$ cat src/sv/table_backoff_with_jitter_core_assert.svh
// ----------------------------------------------------------------------------
// table_backoff_with_jitter_core_assert.svh
// Assertion macros for the backoff core, empty in synthesis.
// ----------------------------------------------------------------------------
`ifndef TABLE_BACKOFF_WITH_JITTER_CORE_ASSERT_SVH
`define TABLE_BACKOFF_WITH_JITTER_CORE_ASSERT_SVH

`ifndef SYNTHESIS
`define TBJ_ASSERT(lbl, prop) \
  lbl: assert property (@(posedge clk_i) disable iff (!rst_ni) prop) \
    else $error("tbj assertion failed");
`define TBJ_ASSERT_NEXT(lbl, ante, cons) \
  lbl: assert property (@(posedge clk_i) disable iff (!rst_ni) (ante) |=> (cons)) \
    else $error("tbj sequence assertion failed");
`else
`define TBJ_ASSERT(lbl, prop)
`define TBJ_ASSERT_NEXT(lbl, ante, cons)
`endif

`endif

$ cat src/sv/tbj_pkg.sv
// ----------------------------------------------------------------------------
// tbj_pkg
// Shared constants, codes and types of the table backoff core.
// ----------------------------------------------------------------------------
package tbj_pkg;

  localparam int TABLE_DEPTH = 16;
  localparam int IDX_W       = $clog2(TABLE_DEPTH);
  localparam int ENT_W       = 16;
  localparam int RND_W       = 32;
  localparam int LEN_W       = 5;
  localparam int CLS_W       = 2;
  localparam int VAL_W       = ENT_W + 1;
  localparam int CNT_W       = $clog2(RND_W);

  localparam logic [CLS_W-1:0] CLS_NONE    = 2'd0;
  localparam logic [CLS_W-1:0] CLS_INVALID = 2'd3;

  typedef enum logic [1:0] {
    ACT_OUTCOME = 2'd0,
    ACT_TICK    = 2'd1,
    ACT_LOAD    = 2'd2,
    ACT_RESET   = 2'd3
  } tbj_action_e;

  typedef enum logic [2:0] {
    ST_IDLE,
    ST_EXEC,
    ST_READ,
    ST_LOAD,
    ST_DIV,
    ST_CALC
  } tbj_state_e;

  typedef struct packed {
    logic             start;
    logic [RND_W-1:0] dividend;
    logic [VAL_W-1:0] divisor;
  } tbj_mod_req_t;

  typedef struct packed {
    logic             done;
    logic [ENT_W-1:0] rem;
  } tbj_mod_rsp_t;

  typedef struct packed {
    logic             we;
    logic [IDX_W-1:0] addr;
    logic [ENT_W-1:0] decay;
    logic [ENT_W-1:0] backoff;
  } tbj_wr_t;

endpackage

$ cat src/sv/tbj_table.sv
// ----------------------------------------------------------------------------
// tbj_table
// Backoff and decay table: one write port, two registered read ports.
// ----------------------------------------------------------------------------
module tbj_table (
  input  logic                          clk_i,
  input  tbj_pkg::tbj_wr_t              wr_i,
  input  logic [tbj_pkg::IDX_W-1:0]     raddr_a_i,
  input  logic [tbj_pkg::IDX_W-1:0]     raddr_b_i,
  output logic [2*tbj_pkg::ENT_W-1:0]   rdata_a_o,
  output logic [2*tbj_pkg::ENT_W-1:0]   rdata_b_o
);
  import tbj_pkg::*;

  logic [2*ENT_W-1:0] mem_q [TABLE_DEPTH];

  always_ff @(posedge clk_i) begin
    if (wr_i.we) begin
      mem_q[wr_i.addr] <= {wr_i.decay, wr_i.backoff};
    end
  end

  always_ff @(posedge clk_i) begin
    rdata_a_o <= mem_q[raddr_a_i];
    rdata_b_o <= mem_q[raddr_b_i];
  end

endmodule

$ cat src/sv/tbj_mod_serial.sv
// ----------------------------------------------------------------------------
// tbj_mod_serial
// Bit-serial restoring remainder: one dividend bit per cycle.
// ----------------------------------------------------------------------------
module tbj_mod_serial (
  input  logic                  clk_i,
  input  logic                  rst_ni,
  input  tbj_pkg::tbj_mod_req_t req_i,
  output tbj_pkg::tbj_mod_rsp_t rsp_o
);
  import tbj_pkg::*;

  logic             busy_q, busy_d;
  logic             done_q, done_d;
  logic [CNT_W-1:0] cnt_q, cnt_d;
  logic [RND_W-1:0] dvd_q, dvd_d;
  logic [VAL_W-1:0] dvs_q, dvs_d;
  logic [ENT_W-1:0] rem_q, rem_d;
  logic [VAL_W-1:0] trial;

  always_comb begin
    trial  = {rem_q, dvd_q[RND_W-1]};
    busy_d = busy_q;
    done_d = 1'b0;
    cnt_d  = cnt_q;
    dvd_d  = dvd_q;
    dvs_d  = dvs_q;
    rem_d  = rem_q;
    if (req_i.start) begin
      busy_d = 1'b1;
      cnt_d  = '0;
      dvd_d  = req_i.dividend;
      dvs_d  = req_i.divisor;
      rem_d  = '0;
    end else if (busy_q) begin
      dvd_d = {dvd_q[RND_W-2:0], 1'b0};
      if (trial >= dvs_q) begin
        rem_d = ENT_W'(trial - dvs_q);
      end else begin
        rem_d = trial[ENT_W-1:0];
      end
      cnt_d = cnt_q + 1'b1;
      if (cnt_q == CNT_W'(RND_W - 1)) begin
        busy_d = 1'b0;
        done_d = 1'b1;
      end
    end
  end

  always_ff @(posedge clk_i or negedge rst_ni) begin
    if (!rst_ni) begin
      busy_q <= 1'b0;
      done_q <= 1'b0;
      cnt_q  <= '0;
    end else begin
      busy_q <= busy_d;
      done_q <= done_d;
      cnt_q  <= cnt_d;
    end
  end

  always_ff @(posedge clk_i) begin
    dvd_q <= dvd_d;
    dvs_q <= dvs_d;
    rem_q <= rem_d;
  end

  assign rsp_o.done = done_q;
  assign rsp_o.rem  = rem_q;

endmodule

$ cat src/sv/table_backoff_with_jitter_core.sv
// ----------------------------------------------------------------------------
// table_backoff_with_jitter_core
// Table driven retry backoff with decay countdown and jittered penalty.
// ----------------------------------------------------------------------------
// Requests enter on the s_axis channel: tuser carries the action (report
// outcome, tick, load table entry, reset penalty), tdata the operands.
// Every request yields exactly one result on the m_axis channel with the
// table index, the jittered penalty, the countdown flag and the stored class.
// The user writes table_length through cfg_we_i / cfg_wdata_i only while idle;
// the core does not enforce it. From acceptance until m_axis_tvalid rises a
// request passes state update, table read, then a 32-step bit-serial
// remainder of the random word by (previous entry + 1), which sets the pace,
// then the final add and clamp. One request is in flight at a time; the next
// one is taken the cycle after the result is registered.
// The output register holds a result while the receiver stalls; the next
// request is still accepted and runs up to its final step, where it waits.
// Reset clears index, class and countdown and sets table_length to 1; the
// table holds no defined data until loaded.
// ----------------------------------------------------------------------------
`include "table_backoff_with_jitter_core_assert.svh"

module table_backoff_with_jitter_core (
  input  logic        clk_i,
  input  logic        rst_ni,
  input  logic        cfg_we_i,
  input  logic [4:0]  cfg_wdata_i,    // table_length
  input  logic        s_axis_tvalid,
  output logic        s_axis_tready,
  // outcome_class[1:0], random_value[33:2], entry_index[37:34],
  // backoff_entry[53:38], decay_entry[69:54], zero[71:70]
  input  logic [71:0] s_axis_tdata,
  input  logic [1:0]  s_axis_tuser,   // action[1:0]
  output logic        m_axis_tvalid,
  input  logic        m_axis_tready,
  // penalty_index[3:0], penalty_value[20:4], cooldown_armed[21],
  // current_class[23:22]
  output logic [23:0] m_axis_tdata
);
  import tbj_pkg::*;

  tbj_state_e       state_q, state_d;
  tbj_action_e      act_q;
  logic [CLS_W-1:0] cls_q;
  logic [RND_W-1:0] rnd_q;
  logic [IDX_W-1:0] ei_q;
  logic [ENT_W-1:0] be_q, de_q;

  logic [LEN_W-1:0] len_q;
  logic [IDX_W-1:0] level_q, level_d;
  logic [CLS_W-1:0] class_q, class_d;
  logic             run_q, run_d;
  logic [ENT_W-1:0] ticks_q, ticks_d;
  logic             arm_q, arm_d;

  logic [ENT_W-1:0] pen0_q, cur_q, prev_q;

  logic             out_valid_q;
  logic [IDX_W-1:0] out_idx_q;
  logic [VAL_W-1:0] out_val_q;
  logic             out_armed_q;
  logic [CLS_W-1:0] out_cls_q;

  logic             in_acc, slot_free, exec_en, load_en, out_load;
  logic [IDX_W-1:0] top, lvl_dec;
  logic [LEN_W-1:0] lvl_next;
  logic [ENT_W-1:0] prev_w, half;
  logic [VAL_W-1:0] sum, diff, val_w;

  tbj_wr_t          wr;
  logic [2*ENT_W-1:0] rd_a, rd_b;
  tbj_mod_req_t     mod_req;
  tbj_mod_rsp_t     mod_rsp;

  tbj_table u_table (
    .clk_i     (clk_i),
    .wr_i      (wr),
    .raddr_a_i (level_q),
    .raddr_b_i (level_q - 1'b1),
    .rdata_a_o (rd_a),
    .rdata_b_o (rd_b)
  );

  tbj_mod_serial u_mod (
    .clk_i  (clk_i),
    .rst_ni (rst_ni),
    .req_i  (mod_req),
    .rsp_o  (mod_rsp)
  );

  assign in_acc    = s_axis_tvalid && s_axis_tready;
  assign slot_free = !out_valid_q || m_axis_tready;

  always_comb begin
    state_d = state_q;
    case (state_q)
      ST_IDLE: if (in_acc) state_d = ST_EXEC;
      ST_EXEC: state_d = ST_READ;
      ST_READ: state_d = ST_LOAD;
      ST_LOAD: state_d = ST_DIV;
      ST_DIV:  if (mod_rsp.done) state_d = ST_CALC;
      ST_CALC: if (slot_free) state_d = ST_IDLE;
      default: state_d = ST_IDLE;
    endcase
  end

  always_comb begin
    s_axis_tready = 1'b0;
    exec_en       = 1'b0;
    load_en       = 1'b0;
    out_load      = 1'b0;
    case (state_q)
      ST_IDLE: s_axis_tready = 1'b1;
      ST_EXEC: exec_en = 1'b1;
      ST_LOAD: load_en = 1'b1;
      ST_CALC: out_load = slot_free;
      default: ;
    endcase
  end

  // last entry in use, length 0 acting as 1
  always_comb begin
    if (len_q == '0) begin
      top = '0;
    end else if (len_q >= LEN_W'(TABLE_DEPTH)) begin
      top = IDX_W'(TABLE_DEPTH - 1);
    end else begin
      top = IDX_W'(len_q - LEN_W'(1));
    end
  end

  assign lvl_next = {1'b0, level_q} + LEN_W'(1);

  always_comb begin
    level_d = level_q;
    class_d = class_q;
    run_d   = run_q;
    ticks_d = ticks_q;
    arm_d   = 1'b0;
    lvl_dec = level_q;
    case (act_q)
      ACT_OUTCOME: begin
        if (cls_q != CLS_INVALID) begin
          class_d = cls_q;
          if (cls_q != CLS_NONE) begin
            level_d = (lvl_next < {1'b0, top}) ? lvl_next[IDX_W-1:0] : top;
            run_d   = 1'b1;
            arm_d   = 1'b1;
          end
        end
      end
      ACT_TICK: begin
        if (run_q) begin
          if (ticks_q <= ENT_W'(1)) begin
            if (class_q == CLS_NONE && level_q != '0) begin
              lvl_dec = level_q - 1'b1;
            end
            level_d = lvl_dec;
            run_d   = (lvl_dec != '0);
            arm_d   = (lvl_dec != '0);
            ticks_d = '0;
          end else begin
            ticks_d = ticks_q - 1'b1;
          end
        end
      end
      ACT_RESET: begin
        level_d = '0;
        run_d   = 1'b0;
        ticks_d = '0;
      end
      default: ;
    endcase
  end

  // every 4-bit entry_index is inside the table
  assign wr.we      = exec_en && (act_q == ACT_LOAD);
  assign wr.addr    = ei_q;
  assign wr.decay   = de_q;
  assign wr.backoff = be_q;

  assign prev_w           = (level_q == '0) ? '0 : rd_b[ENT_W-1:0];
  assign mod_req.start    = load_en;
  assign mod_req.dividend = rnd_q;
  assign mod_req.divisor  = {1'b0, prev_w} + VAL_W'(1);

  always_comb begin
    half = {1'b0, prev_q[ENT_W-1:1]};
    if (half == '0) half = ENT_W'(1);
    sum  = {1'b0, cur_q} + {1'b0, mod_rsp.rem};
    diff = sum - {1'b0, half};
    val_w = (sum >= {1'b0, half}) ? diff : '0;
    if (val_w < {1'b0, pen0_q}) val_w = {1'b0, pen0_q};
  end

  always_ff @(posedge clk_i or negedge rst_ni) begin
    if (!rst_ni) begin
      state_q     <= ST_IDLE;
      len_q       <= LEN_W'(1);
      level_q     <= '0;
      class_q     <= CLS_NONE;
      run_q       <= 1'b0;
      ticks_q     <= '0;
      arm_q       <= 1'b0;
      out_valid_q <= 1'b0;
    end else begin
      state_q <= state_d;
      if (cfg_we_i) len_q <= cfg_wdata_i;
      if (exec_en) begin
        level_q <= level_d;
        class_q <= class_d;
        run_q   <= run_d;
        ticks_q <= ticks_d;
        arm_q   <= arm_d;
      end else if (load_en && arm_q) begin
        ticks_q <= rd_a[2*ENT_W-1:ENT_W];
      end
      if (out_load) begin
        out_valid_q <= 1'b1;
      end else if (m_axis_tready) begin
        out_valid_q <= 1'b0;
      end
    end
  end

  always_ff @(posedge clk_i) begin
    if (in_acc) begin
      act_q <= tbj_action_e'(s_axis_tuser);
      cls_q <= s_axis_tdata[1:0];
      rnd_q <= s_axis_tdata[33:2];
      ei_q  <= s_axis_tdata[37:34];
      be_q  <= s_axis_tdata[53:38];
      de_q  <= s_axis_tdata[69:54];
    end
    if (wr.we && wr.addr == '0) pen0_q <= be_q;
    if (load_en) begin
      cur_q  <= rd_a[ENT_W-1:0];
      prev_q <= prev_w;
    end
    if (out_load) begin
      out_idx_q   <= level_q;
      out_val_q   <= val_w;
      out_armed_q <= run_q;
      out_cls_q   <= class_q;
    end
  end

  assign m_axis_tvalid = out_valid_q;
  assign m_axis_tdata  = {out_cls_q, out_armed_q, out_val_q, out_idx_q};

  `TBJ_ASSERT(a_done_in_div, mod_rsp.done |-> state_q == ST_DIV)
  `TBJ_ASSERT(a_rem_below_divisor, mod_rsp.done |-> mod_rsp.rem <= prev_q)
  `TBJ_ASSERT_NEXT(a_accept_to_exec, in_acc, state_q == ST_EXEC)

endmodule
$ cat config.mk
export PLATFORM = sky130hd
export DESIGN_NAME = table_backoff_with_jitter_core
export DESIGN_NICKNAME = d
export VERILOG_FILES = /design/src/sv/tbj_pkg.sv /design/src/sv/tbj_table.sv /design/src/sv/tbj_mod_serial.sv /design/src/sv/table_backoff_with_jitter_core.sv
export VERILOG_INCLUDE_DIRS = /design/src /design/src/sv
export SDC_FILE = /design/constraint.sdc
export NUM_CORES = 1
export LEC_CHECK = 0
export ABC_AREA = 0
export BUFFER_PORTS_ARGS = -buffer_cell sky130_fd_sc_hd__buf_2
export CORE_ASPECT_RATIO = 0.6
export CORE_UTILIZATION = 49
export DETAILED_ROUTE_END_ITERATION = 6
export PLACE_DENSITY_LB_ADDON = 0.1
export SYNTH_ARGS = -nofsm -noshare
export SYNTH_HDL_FRONTEND = slang
export SYNTH_SLANG_ARGS = --single-unit
$ cat constraint.sdc
create_clock -name clk_i -period 17.2 [get_ports clk_i]
set_input_delay 1.72 -clock clk_i [delete_from_list [all_inputs] [get_ports clk_i]]
set_output_delay 1.72 -clock clk_i [all_outputs]
set_load 0.05 [all_outputs]
==> key figures <==
Run status
  – Run status: finished, final reports clean

Setup path
  – Max stage delay on crit path: 0.63 ns
  – Crit end category: flop
  – WP data required: 17.56 ns
  – R2R cell count: 27
  – Startpoint Class: flop
  – Max stage delay cell, worst path: or4_1
  – Crit path depth: 27
  – Worst Path Buf+Inv: 2
  – Setup CP Type: flop to flop
  – Delay-heaviest family, CP: compound AO/OA/AOI/OAI gates
  – CP Data Arrival Time: 7.77 ns
  – CP Max Fanout: 16

Pwr
  – Net Sw Power: 0.002825 W
  – Switching Share: 36.03%
  – Seq pwr share: 35.5%
  – Cell Int Power: between 0.005 and 0.006 W
  – Logic pwr share: a little over two fifths
  – Leak: 13.32 nW
  – Clock power share: 20.7%
  – Peak VDD IR: 0.1680 mV
  – PwrDens: 203.2 nW/um2

Logic synthesis
  – Synth top cells by count: 688 x edfxtp_1, 240 x mux4_2, 145 x nand2_1
  – Yosys Warn Count: 0
  – Ys async rst share: 5.051%
  – Post-Syn Area: 34440 um2
  – Synth Net Count: 2194
  – Post-synth top area share: 59.99%
  – Synthesized instance count: 2030
  – Number of synthesized register bits: 792
  – Count leader, synth: edfxtp_1
  – Syn_area_per_cell: 16.96 um2
  – Main area contributors after synthesis: edfxtp_1 60%, mux4_2 16%, dfxtp_1 3.7%
  – Yosys cell types: between 70 and 80
  – Post-synthesis sequential area ratio: 66.62%
  – Number of synthesized flops with an enable pin: 688
  – Ys flop type: edfxtp_1
  – Yosys top cell by area: edfxtp_1

Global routing
  – Initial antenna violation count: 1
  – Largest net degree at the start of global routing: 60
  – Overflow left after global routing: 0
  – Number of global-route vias before repair: between 15000 and 20000
  – First-pass GRT wire length: 123900 um
  – GRT Overall Usage: 23.84%

Cells and area
  – Area of the multi-input gates: about 11000 um2
  – Register Area: 22950 um2
  – Share of layout cells above drive strength 1: 24.88%
  – Area grow syn2layout: 12.06%
  – Total Nets Final: between 2000 and 2500
  – Fillers: 5289
  – Design Area, Final: roughly 39000 um2
  – N_diodes: 0

Floorplan
  – Die area: 71380 um2
  – Initial Util: 50.06%
  – Std cell rows: 74
  – DIE HEIGHT: 207.3 um
  – Die X: 344.2 um
  – Top-level I/O count: 110
  – Core area: approximately 69000 um2

Placement
  – Dpl hpwl: 51830 um
  – Final Wtd Congestion: 0.8676
  – PortBufs: 107
  – Placed Instance Area: 36210 um2
  – Post-Place Setup Slack: 9.908 ns

Routing
  – Mean routed wirelength per cell: between 20 and 30 um
  – Number of DRC markers in iteration 0: 1977
  – Via/cell ratio: a little over 6
  – Final ANT Viol Nets: 0
  – Pre-antenna DRT Iters: 5
  – Detailed-route via count: 19040
  – Detailed Route WL: 83130 um
  – DRC errors left: 0

Clocking
  – CTS H-tree depth: 3
  – Worst-Skew Late Latency: 0.64 ns
  – CTS tree: yes
  – CTS sink cnt: just under 800
  – Max Buffers Root-to-Sink: 3
  – Postcts setup bufs: 0
  – Post-CTS resize count: 0
  – Hold buffer count at CTS: 0
  – Cts bufs inserted: 75
  – Worst-path clk slew: ~0.060 ns
  – Root Buffer: clkbuf_16

STA
  – Min Clock Period, post-route: 7.414 ns
  – RSZ-0062 raised after global routing: false
  – Max Fclk: 134.9 MHz
  – Final Hold Vio Count: 0
  – Post-route setup slack: between 9 and 10 ns
  – Hold slack: 0.4021 ns
  – Slew Limit Fails: 0
  – Max Clock Skew: 0.02703 ns
  – Final TNS setup: 0 ns
  – Period utilisation layout: between 40% and 50%
  – Slew Limit Headroom: 25.06%
  – Worst slew pin tran: 1.123 ns
  – Finish-stage setup viols: 0

Min path
  – Min-delay worst type: flop to flop
  – Worst Hold Depth: 0

Flow run
  – MaxCap Viol Count: 0
cells in the final DEF, fill, tap and decap left out, drive strengths merged, types with 7 or more instances in the layout:
cell type  count
a31oi          7
a211oi        10
buf          145
dfrtp         39
inv           80
o21a          18
and3           8
nand3         29
nor4          11
ha            77
edfxtp       688
mux2          21
and2          20
nand2b        10
a22oi          8
clkinv        25
mux2i         15
nor3          37
or3            9
a21o          16
xor2          19
xnor2         31
mux4         240
nor2b         12
nand2        145
o21ai         71
dfxtp         64
nor2         100
o211ai         8
nand4          8
clkbuf       101
a21oi         64
layout make-up:
cell class	count	area share [%]
well taps	912	2.957
clock buffers	101	5.194
clock inverters	34	0.9598
multi-input cells	1069	28.52
inverters	78	0.7620
repair buffers	145	2.127
flip-flops and latches	792	59.48
kinds of logic (layout without fill, tap and decap cells):
group / count (synthesis) / count (layout) / share of synthesized area, %
AOI/OAI and AO/OA: 247 / 247 / 4.633
xor gates and xnor gates: 50 / 50 / 1.272
adders and majority gates: 80 / 80 / 2.972
buffers and inverters: 169 / 358 / 1.878
DFF: 792 / 792 / 66.62
muxes: 276 / 276 / 16.93
and+or+nand+nor: 416 / 416 / 5.693
flip-flops by register name (all words and copies together), names as in the netlist, 16 cells and up:
signal,cells
cur_q,16
out_val_q,17
de_q,16
u_table.rdata_b_o,16
be_q,16
u_mod.dvs_q,17
u_mod.dvd_q,32
rnd_q,32
u_table.mem_q,512
u_table.rdata_a_o,32
u_mod.rem_q,16
ticks_q,16
routing by layer:
| metal | global-route usage, % | vias up | wire length (um) |
|---|---|---|---|
| li1 | - | 8340 | - |
| met1 | 38.83 | 9928 | 40390 |
| met2 | 33.26 | 664 | 35240 |
| met3 | 4.414 | 105 | 6039 |
| met4 | 5.081 | 0 | 1457 |
| met5 | 0 | - | 0 |
power groups by stage:
stage          Combinational [W]  Clock (W)  Sequential, W
6_report                 0.00344    0.00163        0.00278
5_1_grt                  0.00377    0.00173        0.00282
4_1_cts                  0.00344    0.00166        0.00278
3_5_place_dp             0.00342          0        0.00282
3_3_place_gp             0.00338          0        0.00281
2_1_floorplan            0.00263          0        0.00270
path summary, 6_finish.rpt:
check,start,endpoint,slack [ns]
max in group asynchronous,rst_ni,level_q[1],15.14
min,u_table.rdata_a_o[9],cur_q[9],0.40
max reg2reg,u_mod.rem_q[0],out_val_q[2],9.79
min in group asynchronous,rst_ni,class_q[0],1.29
min reg2reg,u_table.rdata_a_o[9],cur_q[9],0.40
max,u_mod.rem_q[0],out_val_q[2],9.79
metrics by stage:
stage	total power (W)	utilization [%]	cells
after global placement	0.006192	52.64	2996
final	0.007841	56.09	3131
after detailed placement	0.006241	52.64	2996
after global routing	0.008319	56.09	3131
after floorplan	0.005335	-	2030
after CTS	0.007883	56.09	3131
Power figures use the tool's default switching activity.
